===== src/sv/ddo_pkg.sv =====
// Shared constants, types and tables of the differential drive odometry block.
package ddo_pkg;

	localparam int CORDIC_STEPS = 16;
	localparam int FRAC_BITS    = 16;
	localparam int CFG_W        = 18;
	localparam int CFG_IDX_W    = 2;

	localparam int MUL_W     = 36;
	localparam int MUL_DIG   = 9;
	localparam int MUL_STEPS = MUL_W / MUL_DIG;
	localparam int PROD_W    = 2 * MUL_W;
	localparam int DIV_BITS  = 56;
	localparam int CNT_W     = $clog2(DIV_BITS);
	localparam int COR_W     = 34;

	localparam logic [CFG_IDX_W-1:0] REG_HALF_RADIUS = CFG_IDX_W'(0);
	localparam logic [CFG_IDX_W-1:0] REG_ROS         = CFG_IDX_W'(1);
	localparam logic [CFG_W-1:0] HALF_RADIUS_RST = CFG_W'(1081);
	localparam logic [CFG_W-1:0] ROS_RST         = CFG_W'(12722);

	localparam logic signed [MUL_W-1:0] BAM_PER_RAD  = MUL_W'(683565276);
	localparam logic signed [MUL_W-1:0] USEC_PER_SEC = MUL_W'(1000000);
	localparam logic signed [COR_W-1:0] CORDIC_START = COR_W'(652032874);

	typedef enum logic [3:0] {
		OP_NONE, OP_LOAD, OP_CORDIC_INIT, OP_CORDIC, OP_MUL, OP_STORE,
		OP_DIV, OP_DSTORE, OP_OUT
	} op_t;

	typedef enum logic [3:0] {
		SEL_DS, SEL_DTH, SEL_BAM, SEL_HEAD, SEL_X, SEL_Y, SEL_HALF, SEL_VL, SEL_VA
	} sel_t;

	typedef struct packed {
		op_t              op;
		sel_t             sel;
		logic [CNT_W-1:0] idx;
		logic             idle;
	} cmd_t;

	typedef struct packed {
		logic in_valid;
		logic out_free;
	} stat_t;

	function automatic logic [31:0] atan_bam(input logic [4:0] i);
		case (i)
			5'd0:  return 32'd536870912;
			5'd1:  return 32'd316933406;
			5'd2:  return 32'd167458907;
			5'd3:  return 32'd85004756;
			5'd4:  return 32'd42667331;
			5'd5:  return 32'd21354465;
			5'd6:  return 32'd10679838;
			5'd7:  return 32'd5340245;
			5'd8:  return 32'd2670163;
			5'd9:  return 32'd1335087;
			5'd10: return 32'd667544;
			5'd11: return 32'd333772;
			5'd12: return 32'd166886;
			5'd13: return 32'd83443;
			5'd14: return 32'd41722;
			5'd15: return 32'd20861;
			5'd16: return 32'd10430;
			5'd17: return 32'd5215;
			5'd18: return 32'd2608;
			5'd19: return 32'd1304;
			5'd20: return 32'd652;
			5'd21: return 32'd326;
			5'd22: return 32'd163;
			5'd23: return 32'd81;
			5'd24: return 32'd41;
			5'd25: return 32'd20;
			5'd26: return 32'd10;
			5'd27: return 32'd5;
			5'd28: return 32'd3;
			5'd29: return 32'd1;
			default: return 32'd0;
		endcase
	endfunction

endpackage


===== src/sv/ddo_if.sv =====
// Handshake channel interfaces: wheel sample, pose result and configuration write.
interface ddo_in_if;
	logic        valid;
	logic        ready;
	logic [31:0] left_position;
	logic [31:0] right_position;
	logic [31:0] stamp_us;
	modport source (output valid, left_position, right_position, stamp_us, input ready);
	modport sink (input valid, left_position, right_position, stamp_us, output ready);
endinterface

interface ddo_out_if;
	logic        valid;
	logic        ready;
	logic [31:0] pose_x;
	logic [31:0] pose_y;
	logic [31:0] heading_angle;
	logic [31:0] linear_speed;
	logic [31:0] angular_speed;
	logic [15:0] quat_z;
	logic [15:0] quat_w;
	logic        zero_interval;
	modport source (output valid, pose_x, pose_y, heading_angle, linear_speed,
		angular_speed, quat_z, quat_w, zero_interval, input ready);
	modport sink (input valid, pose_x, pose_y, heading_angle, linear_speed,
		angular_speed, quat_z, quat_w, zero_interval, output ready);
endinterface

interface ddo_cfg_if;
	logic                          valid;
	logic                          ready;
	logic [ddo_pkg::CFG_IDX_W-1:0] index;
	logic [ddo_pkg::CFG_W-1:0]     data;
	modport source (output valid, index, data, input ready);
	modport sink (input valid, index, data, output ready);
endinterface


===== src/sv/ddo_ctrl.sv =====
// Sequencer for the odometry datapath: multiply, CORDIC and divide passes.
module ddo_ctrl (
	input  logic           clk,
	input  logic           arst_n,
	input  ddo_pkg::stat_t stat,
	output ddo_pkg::cmd_t  cmd
);

	typedef enum logic [2:0] {
		S_IDLE, S_INIT, S_STEP, S_STORE, S_DIV, S_DSTORE, S_OUT
	} state_t;

	state_t                    state_q;
	ddo_pkg::sel_t             phase_q;
	logic [ddo_pkg::CNT_W-1:0] cnt_q;

	logic is_cordic;
	logic step_last;

	assign is_cordic = (phase_q == ddo_pkg::SEL_HEAD) || (phase_q == ddo_pkg::SEL_HALF);
	assign step_last = is_cordic ? (cnt_q == ddo_pkg::CNT_W'(ddo_pkg::CORDIC_STEPS - 1))
	                             : (cnt_q == ddo_pkg::CNT_W'(ddo_pkg::MUL_STEPS - 1));

	function automatic ddo_pkg::sel_t next_phase(input ddo_pkg::sel_t p);
		case (p)
			ddo_pkg::SEL_DS:   return ddo_pkg::SEL_DTH;
			ddo_pkg::SEL_DTH:  return ddo_pkg::SEL_BAM;
			ddo_pkg::SEL_BAM:  return ddo_pkg::SEL_HEAD;
			ddo_pkg::SEL_HEAD: return ddo_pkg::SEL_X;
			ddo_pkg::SEL_X:    return ddo_pkg::SEL_Y;
			ddo_pkg::SEL_Y:    return ddo_pkg::SEL_HALF;
			default:           return ddo_pkg::SEL_VL;
		endcase
	endfunction

	always_comb begin
		cmd.op   = ddo_pkg::OP_NONE;
		cmd.sel  = phase_q;
		cmd.idx  = cnt_q;
		cmd.idle = (state_q == S_IDLE);
		case (state_q)
			S_IDLE:   if (stat.in_valid) cmd.op = ddo_pkg::OP_LOAD;
			S_INIT:   cmd.op = ddo_pkg::OP_CORDIC_INIT;
			S_STEP:   cmd.op = is_cordic ? ddo_pkg::OP_CORDIC : ddo_pkg::OP_MUL;
			S_STORE:  cmd.op = ddo_pkg::OP_STORE;
			S_DIV:    cmd.op = ddo_pkg::OP_DIV;
			S_DSTORE: cmd.op = ddo_pkg::OP_DSTORE;
			S_OUT:    if (stat.out_free) cmd.op = ddo_pkg::OP_OUT;
			default:  cmd.op = ddo_pkg::OP_NONE;
		endcase
	end

	always_ff @(posedge clk or negedge arst_n) begin
		if (!arst_n) begin
			state_q <= S_IDLE;
			phase_q <= ddo_pkg::SEL_DS;
			cnt_q   <= '0;
		end else begin
			case (state_q)
				S_IDLE: begin
					if (stat.in_valid) begin
						state_q <= S_STEP;
						phase_q <= ddo_pkg::SEL_DS;
						cnt_q   <= '0;
					end
				end
				S_INIT: begin
					state_q <= S_STEP;
					cnt_q   <= '0;
				end
				S_STEP: begin
					if (step_last) state_q <= S_STORE;
					else cnt_q <= cnt_q + 1'b1;
				end
				S_STORE: begin
					cnt_q <= '0;
					if (phase_q == ddo_pkg::SEL_VL || phase_q == ddo_pkg::SEL_VA) begin
						state_q <= S_DIV;
					end else begin
						phase_q <= next_phase(phase_q);
						if (next_phase(phase_q) == ddo_pkg::SEL_HEAD ||
						    next_phase(phase_q) == ddo_pkg::SEL_HALF)
							state_q <= S_INIT;
						else
							state_q <= S_STEP;
					end
				end
				S_DIV: begin
					if (cnt_q == ddo_pkg::CNT_W'(ddo_pkg::DIV_BITS - 1)) state_q <= S_DSTORE;
					else cnt_q <= cnt_q + 1'b1;
				end
				S_DSTORE: begin
					cnt_q <= '0;
					if (phase_q == ddo_pkg::SEL_VL) begin
						phase_q <= ddo_pkg::SEL_VA;
						state_q <= S_STEP;
					end else begin
						state_q <= S_OUT;
					end
				end
				S_OUT: if (stat.out_free) state_q <= S_IDLE;
				default: state_q <= S_IDLE;
			endcase
		end
	end

endmodule


===== src/sv/ddo_dpath.sv =====
// Odometry datapath: state, digit-serial multiplier, CORDIC, divider, result register.
module ddo_dpath (
	input  logic           clk,
	input  logic           arst_n,
	input  ddo_pkg::cmd_t  cmd,
	output ddo_pkg::stat_t stat,
	ddo_in_if.sink         sample,
	ddo_out_if.source      pose,
	ddo_cfg_if.sink        cfg
);

	localparam int PW = ddo_pkg::PROD_W;
	localparam int MW = ddo_pkg::MUL_W;
	localparam int DG = ddo_pkg::MUL_DIG;
	localparam int PPW = MW + DG + 1;
	localparam int CW = ddo_pkg::COR_W;
	localparam int DB = ddo_pkg::DIV_BITS;
	localparam int FB = ddo_pkg::FRAC_BITS;

	logic [ddo_pkg::CFG_W-1:0] hr_q, ros_q;
	logic [31:0] last_left_q, last_right_q, last_stamp_q;
	logic [31:0] acc_x_q, acc_y_q, acc_head_q;
	logic        out_valid_q;

	logic signed [32:0] sum_q, dif_q;
	logic [31:0]        dt_q;
	logic signed [34:0] ds_q, dth_q;
	logic signed [CW-1:0] cos_q, sin_q;
	logic [15:0] qz_q, qw_q;
	logic [31:0] lin_q, ang_q;
	logic signed [PW-1:0] acc_q;
	logic signed [CW-1:0] cx_q, cy_q, cz_q;
	logic                 cneg_q;
	logic [31:0]   rem_q;
	logic [DB-1:0] num_q;
	logic          dneg_q;
	logic [31:0] o_x_q, o_y_q, o_h_q, o_lin_q, o_ang_q;
	logic [15:0] o_qz_q, o_qw_q;
	logic        o_zero_q;

	// Multiplier: one 9-bit digit of b per cycle, top digit signed.
	logic signed [MW-1:0] a_op, b_op, b_sh;
	logic signed [DG:0]   dig;
	logic signed [PPW-1:0] pp;
	logic signed [PW-1:0]  pp_sh, acc_nx;
	logic [1:0]            k;

	always_comb begin
		a_op = '0;
		b_op = '0;
		case (cmd.sel)
			ddo_pkg::SEL_DS:  begin a_op = MW'(sum_q); b_op = MW'({1'b0, hr_q}); end
			ddo_pkg::SEL_DTH: begin a_op = MW'(dif_q); b_op = MW'({1'b0, ros_q}); end
			ddo_pkg::SEL_BAM: begin a_op = MW'(dth_q); b_op = ddo_pkg::BAM_PER_RAD; end
			ddo_pkg::SEL_X:   begin a_op = MW'(ds_q);  b_op = MW'(cos_q); end
			ddo_pkg::SEL_Y:   begin a_op = MW'(ds_q);  b_op = MW'(sin_q); end
			ddo_pkg::SEL_VL:  begin a_op = MW'(ds_q);  b_op = ddo_pkg::USEC_PER_SEC; end
			ddo_pkg::SEL_VA:  begin a_op = MW'(dth_q); b_op = ddo_pkg::USEC_PER_SEC; end
			default:          begin a_op = '0; b_op = '0; end
		endcase
	end

	assign k      = cmd.idx[1:0];
	assign b_sh   = b_op >>> (DG * k);
	assign dig    = (k == 2'(ddo_pkg::MUL_STEPS - 1)) ? {b_sh[DG-1], b_sh[DG-1:0]}
	                                                  : {1'b0, b_sh[DG-1:0]};
	assign pp     = a_op * dig;
	assign pp_sh  = {{(PW-PPW){pp[PPW-1]}}, pp} <<< (DG * k);
	assign acc_nx = ((k == 2'd0) ? '0 : acc_q) + pp_sh;

	// Rounded views of the product.
	logic signed [PW-1:0] rnd16, rndf, rnd30;
	assign rnd16 = acc_q + (PW'(1) <<< 15);
	assign rndf  = acc_q + (PW'(1) <<< (FB - 1));
	assign rnd30 = acc_q + (PW'(1) <<< 29);

	// CORDIC step and fold.
	logic [31:0]          cang;
	logic signed [CW-1:0] xs, ys, at, fx, fy;
	assign cang = (cmd.sel == ddo_pkg::SEL_HALF) ? {1'b0, acc_head_q[31:1]} : acc_head_q;
	assign xs   = cx_q >>> cmd.idx[4:0];
	assign ys   = cy_q >>> cmd.idx[4:0];
	assign at   = $signed({2'b00, ddo_pkg::atan_bam(cmd.idx[4:0])});
	assign fx   = cneg_q ? -cx_q : cx_q;
	assign fy   = cneg_q ? -cy_q : cy_q;

	// Divider step, restoring, one quotient bit per cycle.
	logic [32:0] trial;
	logic        qbit;
	logic signed [DB-1:0] num_val;
	assign trial   = {rem_q, num_q[DB-1]};
	assign qbit    = trial >= {1'b0, dt_q};
	assign num_val = acc_q[DB-1:0];

	function automatic logic [15:0] quat_of(input logic signed [CW-1:0] v);
		logic signed [CW:0]   t;
		logic signed [CW-16:0] r;
		t = {v[CW-1], v} + (CW+1)'(32768);
		r = t[CW:16];
		if (r > (CW-15)'(16384)) return 16'd16384;
		if (r < -(CW-15)'(16384)) return 16'hC000;
		return r[15:0];
	endfunction

	function automatic logic [31:0] sat_quo(input logic [DB-1:0] q, input logic neg);
		if (neg) begin
			if (q > DB'(64'h8000_0000)) return 32'h8000_0000;
			return 32'(DB'(0) - q);
		end
		if (q > DB'(64'h7FFF_FFFF)) return 32'h7FFF_FFFF;
		return q[31:0];
	endfunction

	logic [31:0] dl, dr;
	assign dl = sample.left_position - last_left_q;
	assign dr = sample.right_position - last_right_q;

	// Architectural state and control, under reset.
	always_ff @(posedge clk or negedge arst_n) begin
		if (!arst_n) begin
			hr_q         <= ddo_pkg::HALF_RADIUS_RST;
			ros_q        <= ddo_pkg::ROS_RST;
			last_left_q  <= '0;
			last_right_q <= '0;
			last_stamp_q <= '0;
			acc_x_q      <= '0;
			acc_y_q      <= '0;
			acc_head_q   <= '0;
			out_valid_q  <= 1'b0;
		end else begin
			if (cfg.valid) begin
				case (cfg.index)
					ddo_pkg::REG_HALF_RADIUS: hr_q  <= cfg.data;
					ddo_pkg::REG_ROS:         ros_q <= cfg.data;
					default: ;
				endcase
			end
			if (cmd.op == ddo_pkg::OP_LOAD) begin
				last_left_q  <= sample.left_position;
				last_right_q <= sample.right_position;
				last_stamp_q <= sample.stamp_us;
			end
			if (cmd.op == ddo_pkg::OP_STORE) begin
				case (cmd.sel)
					ddo_pkg::SEL_BAM: acc_head_q <= acc_head_q + rndf[FB+31:FB];
					ddo_pkg::SEL_X:   acc_x_q    <= acc_x_q + rnd30[61:30];
					ddo_pkg::SEL_Y:   acc_y_q    <= acc_y_q + rnd30[61:30];
					default: ;
				endcase
			end
			if (cmd.op == ddo_pkg::OP_OUT) out_valid_q <= 1'b1;
			else if (pose.ready) out_valid_q <= 1'b0;
		end
	end

	// Working registers, no reset.
	always_ff @(posedge clk) begin
		case (cmd.op)
			ddo_pkg::OP_LOAD: begin
				sum_q <= $signed({dl[31], dl}) + $signed({dr[31], dr});
				dif_q <= $signed({dr[31], dr}) - $signed({dl[31], dl});
				dt_q  <= sample.stamp_us - last_stamp_q;
			end
			ddo_pkg::OP_MUL: acc_q <= acc_nx;
			ddo_pkg::OP_CORDIC_INIT: begin
				cneg_q <= cang[31] ^ cang[30];
				cz_q   <= CW'($signed({cang[31] ^ (cang[31] ^ cang[30]), cang[30:0]}));
				cx_q   <= ddo_pkg::CORDIC_START;
				cy_q   <= '0;
			end
			ddo_pkg::OP_CORDIC: begin
				if (!cz_q[CW-1]) begin
					cx_q <= cx_q - ys;
					cy_q <= cy_q + xs;
					cz_q <= cz_q - at;
				end else begin
					cx_q <= cx_q + ys;
					cy_q <= cy_q - xs;
					cz_q <= cz_q + at;
				end
			end
			ddo_pkg::OP_STORE: begin
				case (cmd.sel)
					ddo_pkg::SEL_DS:   ds_q  <= rnd16[50:16];
					ddo_pkg::SEL_DTH:  dth_q <= rnd16[50:16];
					ddo_pkg::SEL_HEAD: begin cos_q <= fx; sin_q <= fy; end
					ddo_pkg::SEL_HALF: begin qw_q <= quat_of(fx); qz_q <= quat_of(fy); end
					ddo_pkg::SEL_VL, ddo_pkg::SEL_VA: begin
						dneg_q <= num_val[DB-1];
						num_q  <= num_val[DB-1] ? DB'(-num_val) : num_val;
						rem_q  <= '0;
					end
					default: ;
				endcase
			end
			ddo_pkg::OP_DIV: begin
				rem_q <= qbit ? 32'(trial - {1'b0, dt_q}) : trial[31:0];
				num_q <= {num_q[DB-2:0], qbit};
			end
			ddo_pkg::OP_DSTORE: begin
				if (cmd.sel == ddo_pkg::SEL_VL)
					lin_q <= (dt_q == '0) ? '0 : sat_quo(num_q, dneg_q);
				else
					ang_q <= (dt_q == '0) ? '0 : sat_quo(num_q, dneg_q);
			end
			ddo_pkg::OP_OUT: begin
				o_x_q    <= acc_x_q;
				o_y_q    <= acc_y_q;
				o_h_q    <= acc_head_q;
				o_lin_q  <= lin_q;
				o_ang_q  <= ang_q;
				o_qz_q   <= qz_q;
				o_qw_q   <= qw_q;
				o_zero_q <= (dt_q == '0);
			end
			default: ;
		endcase
	end

	assign sample.ready       = cmd.idle;
	assign cfg.ready          = 1'b1;
	assign stat.in_valid      = sample.valid;
	assign stat.out_free      = !out_valid_q || pose.ready;
	assign pose.valid         = out_valid_q;
	assign pose.pose_x        = o_x_q;
	assign pose.pose_y        = o_y_q;
	assign pose.heading_angle = o_h_q;
	assign pose.linear_speed  = o_lin_q;
	assign pose.angular_speed = o_ang_q;
	assign pose.quat_z        = o_qz_q;
	assign pose.quat_w        = o_qw_q;
	assign pose.zero_interval = o_zero_q;

endmodule


===== src/sv/diff_drive_odometry.sv =====
// Takes one item at a time: a new item is accepted only while the sequencer is idle.
// Work per item: two 56-step restoring divisions, two 16-step CORDIC passes and
// seven 4-digit multiplies, all in one shared sequenced datapath.
// A finished result waits in the output register while the next item is accepted.
// Reset (arst_n low, asynchronous) clears pose, heading, stored angles and stamp
// and restores half_radius = 1081 and radius_over_separation = 12722.
module diff_drive_odometry (
	input logic       clk,
	input logic       arst_n,
	ddo_in_if.sink    sample,
	ddo_out_if.source pose,
	ddo_cfg_if.sink   cfg
);

	// Command and status between sequencer and datapath.
	ddo_pkg::cmd_t  cmd;
	ddo_pkg::stat_t stat;

	// Sequencer: steps each item through deltas, heading, CORDIC, pose and speeds.
	ddo_ctrl u_ctrl (
		.clk    (clk),
		.arst_n (arst_n),
		.stat   (stat),
		.cmd    (cmd)
	);

	// Datapath: holds the odometry state and the shared arithmetic units.
	ddo_dpath u_dpath (
		.clk    (clk),
		.arst_n (arst_n),
		.cmd    (cmd),
		.stat   (stat),
		.sample (sample),
		.pose   (pose),
		.cfg    (cfg)
	);

endmodule


===== src/flat_wrapper.sv =====
// flat-port wrapper written by rule: the top's interface ports become plain ports
module diff_drive_odometry_flat 
  (clk, arst_n, sample_valid, sample_left_position, sample_right_position, sample_stamp_us, sample_ready, pose_valid, pose_pose_x, pose_pose_y, pose_heading_angle, pose_linear_speed, pose_angular_speed, pose_quat_z, pose_quat_w, pose_zero_interval, pose_ready, cfg_valid, cfg_index, cfg_data, cfg_ready);
  ddo_in_if sample_i ();
  ddo_out_if pose_i ();
  ddo_cfg_if cfg_i ();
  input logic clk;
  input logic arst_n;
  input wire logic [$bits(sample_i.valid)-1:0] sample_valid;
  input wire logic [$bits(sample_i.left_position)-1:0] sample_left_position;
  input wire logic [$bits(sample_i.right_position)-1:0] sample_right_position;
  input wire logic [$bits(sample_i.stamp_us)-1:0] sample_stamp_us;
  output wire logic [$bits(sample_i.ready)-1:0] sample_ready;
  output wire logic [$bits(pose_i.valid)-1:0] pose_valid;
  output wire logic [$bits(pose_i.pose_x)-1:0] pose_pose_x;
  output wire logic [$bits(pose_i.pose_y)-1:0] pose_pose_y;
  output wire logic [$bits(pose_i.heading_angle)-1:0] pose_heading_angle;
  output wire logic [$bits(pose_i.linear_speed)-1:0] pose_linear_speed;
  output wire logic [$bits(pose_i.angular_speed)-1:0] pose_angular_speed;
  output wire logic [$bits(pose_i.quat_z)-1:0] pose_quat_z;
  output wire logic [$bits(pose_i.quat_w)-1:0] pose_quat_w;
  output wire logic [$bits(pose_i.zero_interval)-1:0] pose_zero_interval;
  input wire logic [$bits(pose_i.ready)-1:0] pose_ready;
  input wire logic [$bits(cfg_i.valid)-1:0] cfg_valid;
  input wire logic [$bits(cfg_i.index)-1:0] cfg_index;
  input wire logic [$bits(cfg_i.data)-1:0] cfg_data;
  output wire logic [$bits(cfg_i.ready)-1:0] cfg_ready;
  assign sample_i.valid = sample_valid;
  assign sample_i.left_position = sample_left_position;
  assign sample_i.right_position = sample_right_position;
  assign sample_i.stamp_us = sample_stamp_us;
  assign sample_ready = sample_i.ready;
  assign pose_valid = pose_i.valid;
  assign pose_pose_x = pose_i.pose_x;
  assign pose_pose_y = pose_i.pose_y;
  assign pose_heading_angle = pose_i.heading_angle;
  assign pose_linear_speed = pose_i.linear_speed;
  assign pose_angular_speed = pose_i.angular_speed;
  assign pose_quat_z = pose_i.quat_z;
  assign pose_quat_w = pose_i.quat_w;
  assign pose_zero_interval = pose_i.zero_interval;
  assign pose_i.ready = pose_ready;
  assign cfg_i.valid = cfg_valid;
  assign cfg_i.index = cfg_index;
  assign cfg_i.data = cfg_data;
  assign cfg_ready = cfg_i.ready;
  diff_drive_odometry u_core (.clk(clk), .arst_n(arst_n), .sample(sample_i), .pose(pose_i), .cfg(cfg_i));
endmodule

===== config.mk =====
export PLATFORM = sky130hd
export DESIGN_NAME = diff_drive_odometry_flat
export DESIGN_NICKNAME = d
export VERILOG_FILES = /design/src/sv/ddo_pkg.sv /design/src/sv/ddo_if.sv /design/src/sv/ddo_ctrl.sv /design/src/sv/ddo_dpath.sv /design/src/sv/diff_drive_odometry.sv /design/src/flat_wrapper.sv
export SDC_FILE = /design/constraint.sdc
export NUM_CORES = 2
export LEC_CHECK = 0
export BUFFER_PORTS_ARGS = -buffer_cell sky130_fd_sc_hd__buf_4
export CAP_MARGIN = 10
export CORE_MARGIN = 10
export CORE_UTILIZATION = 41
export CTS_CLUSTER_SIZE = 20
export DETAILED_ROUTE_END_ITERATION = 7
export PLACE_DENSITY = 0.58
export REMOVE_ABC_BUFFERS = 1
export SLEW_MARGIN = 20
export SYNTH_ARGS = -nofsm -noshare
export SYNTH_HDL_FRONTEND = slang
export SYNTH_SLANG_ARGS = --single-unit

===== constraint.sdc =====
create_clock -name clk -period 18.1 [get_ports clk]
set_clock_uncertainty 0.2 [all_clocks]
set_input_delay 0.905 -clock clk [delete_from_list [all_inputs] [get_ports clk]]
set_output_delay 0.905 -clock clk [all_outputs]
set_load 0.005 [all_outputs]

Yosys cells after proc, flatten, opt, wreduce, memory -nomap -nowiden
Memories as Yosys holds them, arrays and structs flattened.
Cells that the tools add are included.
{"block": "word_totals", "wordCells": 249, "mem_count": 1, "output_inout_bits": 196, "rom_bits": 960, "in_bits": 121, "ff_bits": 1031}
{"name": "(no name shown)", "words": 32, "word_bits": 30, "read_ports": 1, "rd_ports_with_merged_regs": 0, "wr": 0, "line_no": "ddo_pkg.sv:48", "source": "case (i)"}
{"block": "op_classes", "n_lt_le_gt_ge": 7, "n_mux": 95, "n_reduce_logical": 35, "n_addsub": 25, "n_mul": 2, "shifts": 4, "eq_ne": 38, "bitwise_logic": 3}
{"cell": "$mux 32", "n": 14}
{"cell": "$pmux 36 s6", "n": 1}
{"cell": "$pmux 34 s2", "n": 3}
{"cell": "$mux 34", "n": 5}
{"cell": "$pmux 36 s4", "n": 1}
{"cell": "$mux 16", "n": 8}
{"cell": "$sub 32x32->32", "n": 4}
{"cell": "$mux 56", "n": 2}
{"cell": "$pmux 56 s2", "n": 1}
{"cell": "$add 32x32->32", "n": 3}
{"cell": "$add 72x72->72", "n": 1}
{"cell": "$mux 72", "n": 1}
{"cell": "$sshl 72x6->72", "n": 1}
{"cell": "$add 34x17->35 const B", "n": 2}
{"cell": "$add 34x34->34", "n": 2}
{"cell": "$neg 34->34", "n": 2}
{"cell": "$sshr 34x5->34", "n": 2}
{"cell": "$sub 34x34->34", "n": 2}
{"cell": "$pmux 32 s2", "n": 1}
{"cell": "$add 62x31->62 const B", "n": 1}
{"cell": "$gt 56x31->1 const B", "n": 1}
{"cell": "$gt 56x32->1 const B", "n": 1}
{"cell": "$neg 56->56", "n": 1}
{"cell": "$add 51x17->51 const B", "n": 1}
{"cell": "other kinds (52)", "n": 148}

Depth between registers and ports, before layout
{"block": "logic_depth", "ltp_word": 12, "mapped_depth": 52}

Hierarchy
Synthesis repeated with hierarchy kept, for this count alone.
{"block": "hier_totals", "hier_cells": 8983, "area_unflattened_um2": 84456.0}
{"module": "ddo_dpath", "n_inst": 1, "seq_area_each_um2": 29107.9, "area_each_um2": 83402.5, "cells_each": 8844}
{"module": "ddo_ctrl", "n_inst": 1, "seq_area_each_um2": 325.3, "area_each_um2": 1053.5, "cells_each": 139}

Least setup slack after synthesis
OpenSTA, ideal clock, no wires.
{"block": "synth_timing", "kind": "input -> register", "startpoint": "input pose_ready", "endpoint": "register u_core.u_dpath.o_ang_q[0], in the netlist u_core.u_dpath.pose.angular_speed[0] (enable)", "path_stages": 2, "setup_ps": 983, "arrival_ps": 13936, "path_slack_ps": 2981, "cell_sequence": "nor2b_1 nor3_1"}
{"block": "synth_via", "elab_chain_cells": 4}
{"element": "from (decl)", "line_no": "flat_wrapper.sv:23", "source": "input wire logic [$bits(pose_i.ready)-1:0] pose_ready;"}
{"element": "$logic_or 1x1->1", "line_no": "ddo_dpath.sv:223", "source": "assign stat.out_free = !out_valid_q || pose.ready;"}
{"element": "$mux 4", "line_no": "ddo_ctrl.sv:48", "source": "S_OUT: if (stat.out_free) cmd.op = ddo_pkg::OP_OUT;"}
{"element": "$pmux 4 s7", "line_no": "ddo_ctrl.sv:41", "source": "case (state_q)"}
{"element": "$eq 4x4->1", "line_no": "ddo_dpath.sv:158", "source": "case (cmd.op)"}
{"element": "to (signal assigned)", "line_no": "ddo_dpath.sv:211", "source": "o_ang_q <= ang_q;"}
{"element": "to (decl)", "line_no": "ddo_dpath.sv:37", "source": "logic [31:0] o_x_q, o_y_q, o_h_q, o_lin_q, o_ang_q;"}
Every way passes these cells.
A chain may end at the register's enable or synchronous reset.

Final worst setup path
{"block": "layout_timing", "startpoint": "register u_core.u_ctrl.phase_q[3]", "endpoint": "register u_core.u_dpath.acc_q[56] (data pin)"}
{"block": "layout_via", "elab_chain_cells": 8, "word_cells_on_any_way": 17}
{"element": "from (decl)", "line_no": "ddo_ctrl.sv:14", "source": "ddo_pkg::sel_t phase_q;"}
{"element": "from (signal assigned)", "line_no": "ddo_ctrl.sv:56", "source": "phase_q <= ddo_pkg::SEL_DS;"}
{"element": "from (signal assigned)", "line_no": "ddo_ctrl.sv:63", "source": "phase_q <= ddo_pkg::SEL_DS;"}
{"element": "from (signal assigned)", "line_no": "ddo_ctrl.sv:80", "source": "phase_q <= next_phase(phase_q);"}
{"element": "$eq 4x3->1 or $eq 4x4->1 (tied branches)", "line_no": "ddo_dpath.sv:51", "source": "case (cmd.sel)"}
{"element": "$reduce_or 2->1"}
{"element": "$pmux 36 s6", "line_no": "ddo_dpath.sv:51"}
{"element": "$sshr 36x6->9", "line_no": "ddo_dpath.sv:64", "source": "assign b_sh = b_op >>> (DG * k);"}
{"element": "$mux 10", "line_no": "ddo_dpath.sv:65", "source": "assign dig = (k == 2'(ddo_pkg::MUL_STEPS - 1)) ? {b_sh[DG-1], b_sh[DG-1:0]}"}
{"element": "$mul 36x10->46 *", "line_no": "ddo_dpath.sv:67", "source": "assign pp = a_op * dig;"}
{"element": "$sshl 72x6->72 *", "line_no": "ddo_dpath.sv:68", "source": "assign pp_sh = {{(PW-PPW){pp[PPW-1]}}, pp} <<< (DG * k);"}
{"element": "$add 72x72->72 *", "line_no": "ddo_dpath.sv:69", "source": "assign acc_nx = ((k == 2'd0) ? '0 : acc_q) + pp_sh;"}
{"element": "via u_core.u_dpath.acc_nx[56]", "line_no": "ddo_dpath.sv:45", "source": "logic signed [PW-1:0] pp_sh, acc_nx;"}
{"element": "to (signal assigned)", "line_no": "ddo_dpath.sv:164", "source": "ddo_pkg::OP_MUL: acc_q <= acc_nx;"}
{"element": "to (decl)", "line_no": "ddo_dpath.sv:31", "source": "logic signed [PW-1:0] acc_q;"}
The timed path passes the listed nets; every way through them passes the cells marked *.

==> reports/results.tsv <==
stage	metric	value	unit
run_status	outcome	completed	
global_routing	grt_max_degree	104	
clock_tree	cts_setup_buffers	0	
critical_path	cp-end-kind	flop	
route	first_pass_iters	7	
route	vias_per_cell	5.67	
global_routing	grt.total_usage	22.5	%
synthesis	synthDistinctLibCells	105	
sta	period_share	73.7	%
critical_path	path_buf_inv	4	
route	ant_nets	0	
floorplanning	io_pins	317	
synthesis	synthTopCellsByArea	edfxtp_1, ha_1, fa_1	
critical_path	path_max_fanout	32	
sta	fin_crit	13.34	ns
critical_path	critical_path_class	flop to flop	
clock_tree	cts_tree	yes	
synthesis	syn_inst	8773	
route	drc	0	
placement	portBuffers	315	
synthesis	synth_warnings	0	
synthesis	post-synth-top-count-cell	nand2_1	
route	drt_iter0_drc	5752	
placement	place.gp.congestion	0.970	
synthesis	syn-cell-area	0.0830	mm^2
floorplanning	die_y	470	um
critical_path	slowest_delay	0.86	ns
route	wl	257000	um
critical_path	critPathTopFamily	compound AO/OA/AOI/OAI gates	
clock_tree	numCtsBuffers	116	
sta	worst_pin_slew	1.24	ns
run	max-cap-violations	0	
global_routing	grt_remaining_overflow	0	
placement	dp_hpwl	200000	um
sta	setup_viol	0	
global_routing	antenna_found_initial	10	
clock_tree	clk_pin_slew	0.06	ns
synthesis	synth_edf_count	778	
final_layout	nFillCells	19162	
route	vias	66199	
floorplanning	coreArea	0.202	mm^2
final_layout	multi_input_area	0.0497	mm^2
clock_tree	cts-root-buf	clkbuf_16	
critical_path	cp_common_cell	fa_1	
synthesis	ys.flop_type	edfxtp_1	
floorplanning	start_util	41.2	%
final_layout	fin_nets	9883	
synthesis	ys_seq_elements	1020	
global_routing	grt_pass1_wl	394000	um
critical_path	cp.required	18.44	ns
sta	hold_violations	0	
sta	slew_viol_final	0	
synthesis	synth_area_per_cell	9.46	um^2
floorplanning	rows	165	
sta	max_freq	75.0	MHz
sta	setup_tns	0	ns
clock_tree	cts.sinks	1020	
critical_path	crit_arrival	13.67	ns
floorplanning	dieWidth	470	um
final_layout	drive_gt1_share	10.3	%
final_layout	ff_latch_area	0.0294	mm^2
synthesis	async_flop_share	23.7	%
synthesis	synth_top_area_cell	edfxtp_1	
route	detail_route.wl_per_cell	22.1	um
synthesis	ys_seq_area_share	35.5	%
clock_tree	clk_latency	0.80	ns
sta	rsz0062_at_grt	no	
final_layout	area_growth	11.2	%
global_routing	grt_pass1_vias	64565	
sta	max-slew-margin-rel	17.1	%
clock_tree	cts.path.max_buffers	3	
hold_path	min_path_type	input port to flop	
synthesis	synthTopCellsByCount	nand2_1, nor2_1, edfxtp_1, inv_1, o21ai_0	
clock_tree	htreeDepth	3	
synthesis	synth_top_area_share	28.1	%
critical_path	start_kind	flop	
critical_path	cpMaxStageDelayCell	nand3_2	
floorplanning	dieArea	0.221	mm^2
layout by cell type, fill, tap and decap left out, types with 225 or more instances in the layout:
master	n
edfxtp_1	778
inv_1	672
ha_1	560
buf_4	401
nand2_1	911
fa_1	308
dfrtp_1	225
o21ai_0	571
xnor2_1	420
nor2_1	777
xor2_1	301
a21oi_1	549
sequential cells by signal (all words and copies together) (netlist names), 33 cells and up:
signal and count:
u_core.u_dpath.acc_q 62, u_core.u_dpath.cos_q 34, u_core.u_dpath.cx_q 34, u_core.u_dpath.cy_q 34
u_core.u_dpath.cz_q 34, u_core.u_dpath.ds_q 35, u_core.u_dpath.dth_q 35, u_core.u_dpath.num_q 56
u_core.u_dpath.sin_q 34, u_core.u_dpath.sum_q 33
worst reg2reg max path, delay by kind of cell, from the launching register on:
kind | cells | cell delay, ns
flops | 1 | 0.54
xor+xnor | 2 | 0.35
buf+inv | 4 | 0.73
mux | 1 | 0.25
fa+ha+maj | 7 | 3.29
simple gates | 7 | 3.05
compound gates | 19 | 4.64
stage by stage:
step / util, % / cell area (um^2) / cells / hold slack [ns] / setup WS, ns
2_1_floorplan: - / 81400 / 8370 / 0.200 / 2.22
3_3_place_gp: 43.7 / 88100 / 11444 / 0.202 / 4.94
3_5_place_dp: 43.7 / 88100 / 11446 / 0.205 / 4.99
4_1_cts: 45.7 / 92200 / 11667 / 0.0597 / 4.98
5_1_grt: 45.7 / 92300 / 11669 / 0.107 / 4.16
6_report: 45.7 / 92300 / 11671 / 0.139 / 4.76
path summary, 6_finish.rpt:
kind                                           from                                   end  slack (ns)  cells past startpoint
setup / recovery           u_core.u_ctrl.phase_q[3]              u_core.u_dpath.acc_q[56]        4.76                     40
hold / removal                  sample_stamp_us[27]       u_core.u_dpath.last_stamp_q[27]        0.14                      3
hold reg to reg             u_core.u_dpath.ang_q[1]  u_core.u_dpath.pose.angular_speed[1]        0.17                      0
min in group asynchronous                    arst_n            u_core.u_dpath.acc_x_q[31]        0.51                      2
max in group asynchronous                    arst_n                u_core.u_ctrl.cnt_q[1]       14.94                      4
setup reg to reg           u_core.u_ctrl.phase_q[3]              u_core.u_dpath.acc_q[56]        4.76                     40
what timing repair did:
action                    4_1_cts  5_1_grt
hold endpoints to repair       57        0
hold buffers                    1        0
resized for setup               0        0
cell families after synthesis:
group / count (synthesis) / share of synthesized area (%)
adder cells (fa/ha/maj): 869 / 15.9
AND/OR/NAND/NOR: 2717 / 15.3
other: 1 / 0.00452
XOR/XNOR: 737 / 7.78
multiplexers: 302 / 5.13
buffers and inverters: 1084 / 4.97
AO/OA/AOI/OAI: 2043 / 15.4
flip-flops: 1020 / 35.5
cell type report:
type | instances | area share [%]
Sequential cell | 1020 | 31.9
Multi-Input combinational cell | 6669 | 53.9
Tap cell | 2672 | 3.62
Inverter | 681 | 2.77
Clock inverter | 77 | 1.05
Antenna cell | 4 | 0.0108
Timing Repair Buffer | 405 | 3.31
Clock buffer | 143 | 3.41
metal layers:
metal / vias to the layer above / track usage, % / part of all wire, %
li1: 31340 / - / -
met1: 32402 / 31.0 / 45
met2: 2076 / 35.7 / 45
met3: 377 / 3.51 / 6.6
met4: 4 / 7.93 / 3.6
met5: - / 0 / 0.0089
Power is left out: the tool's default activity adds up to more than one toggle a clock period on the data nets, which glitch-free logic cannot reach.
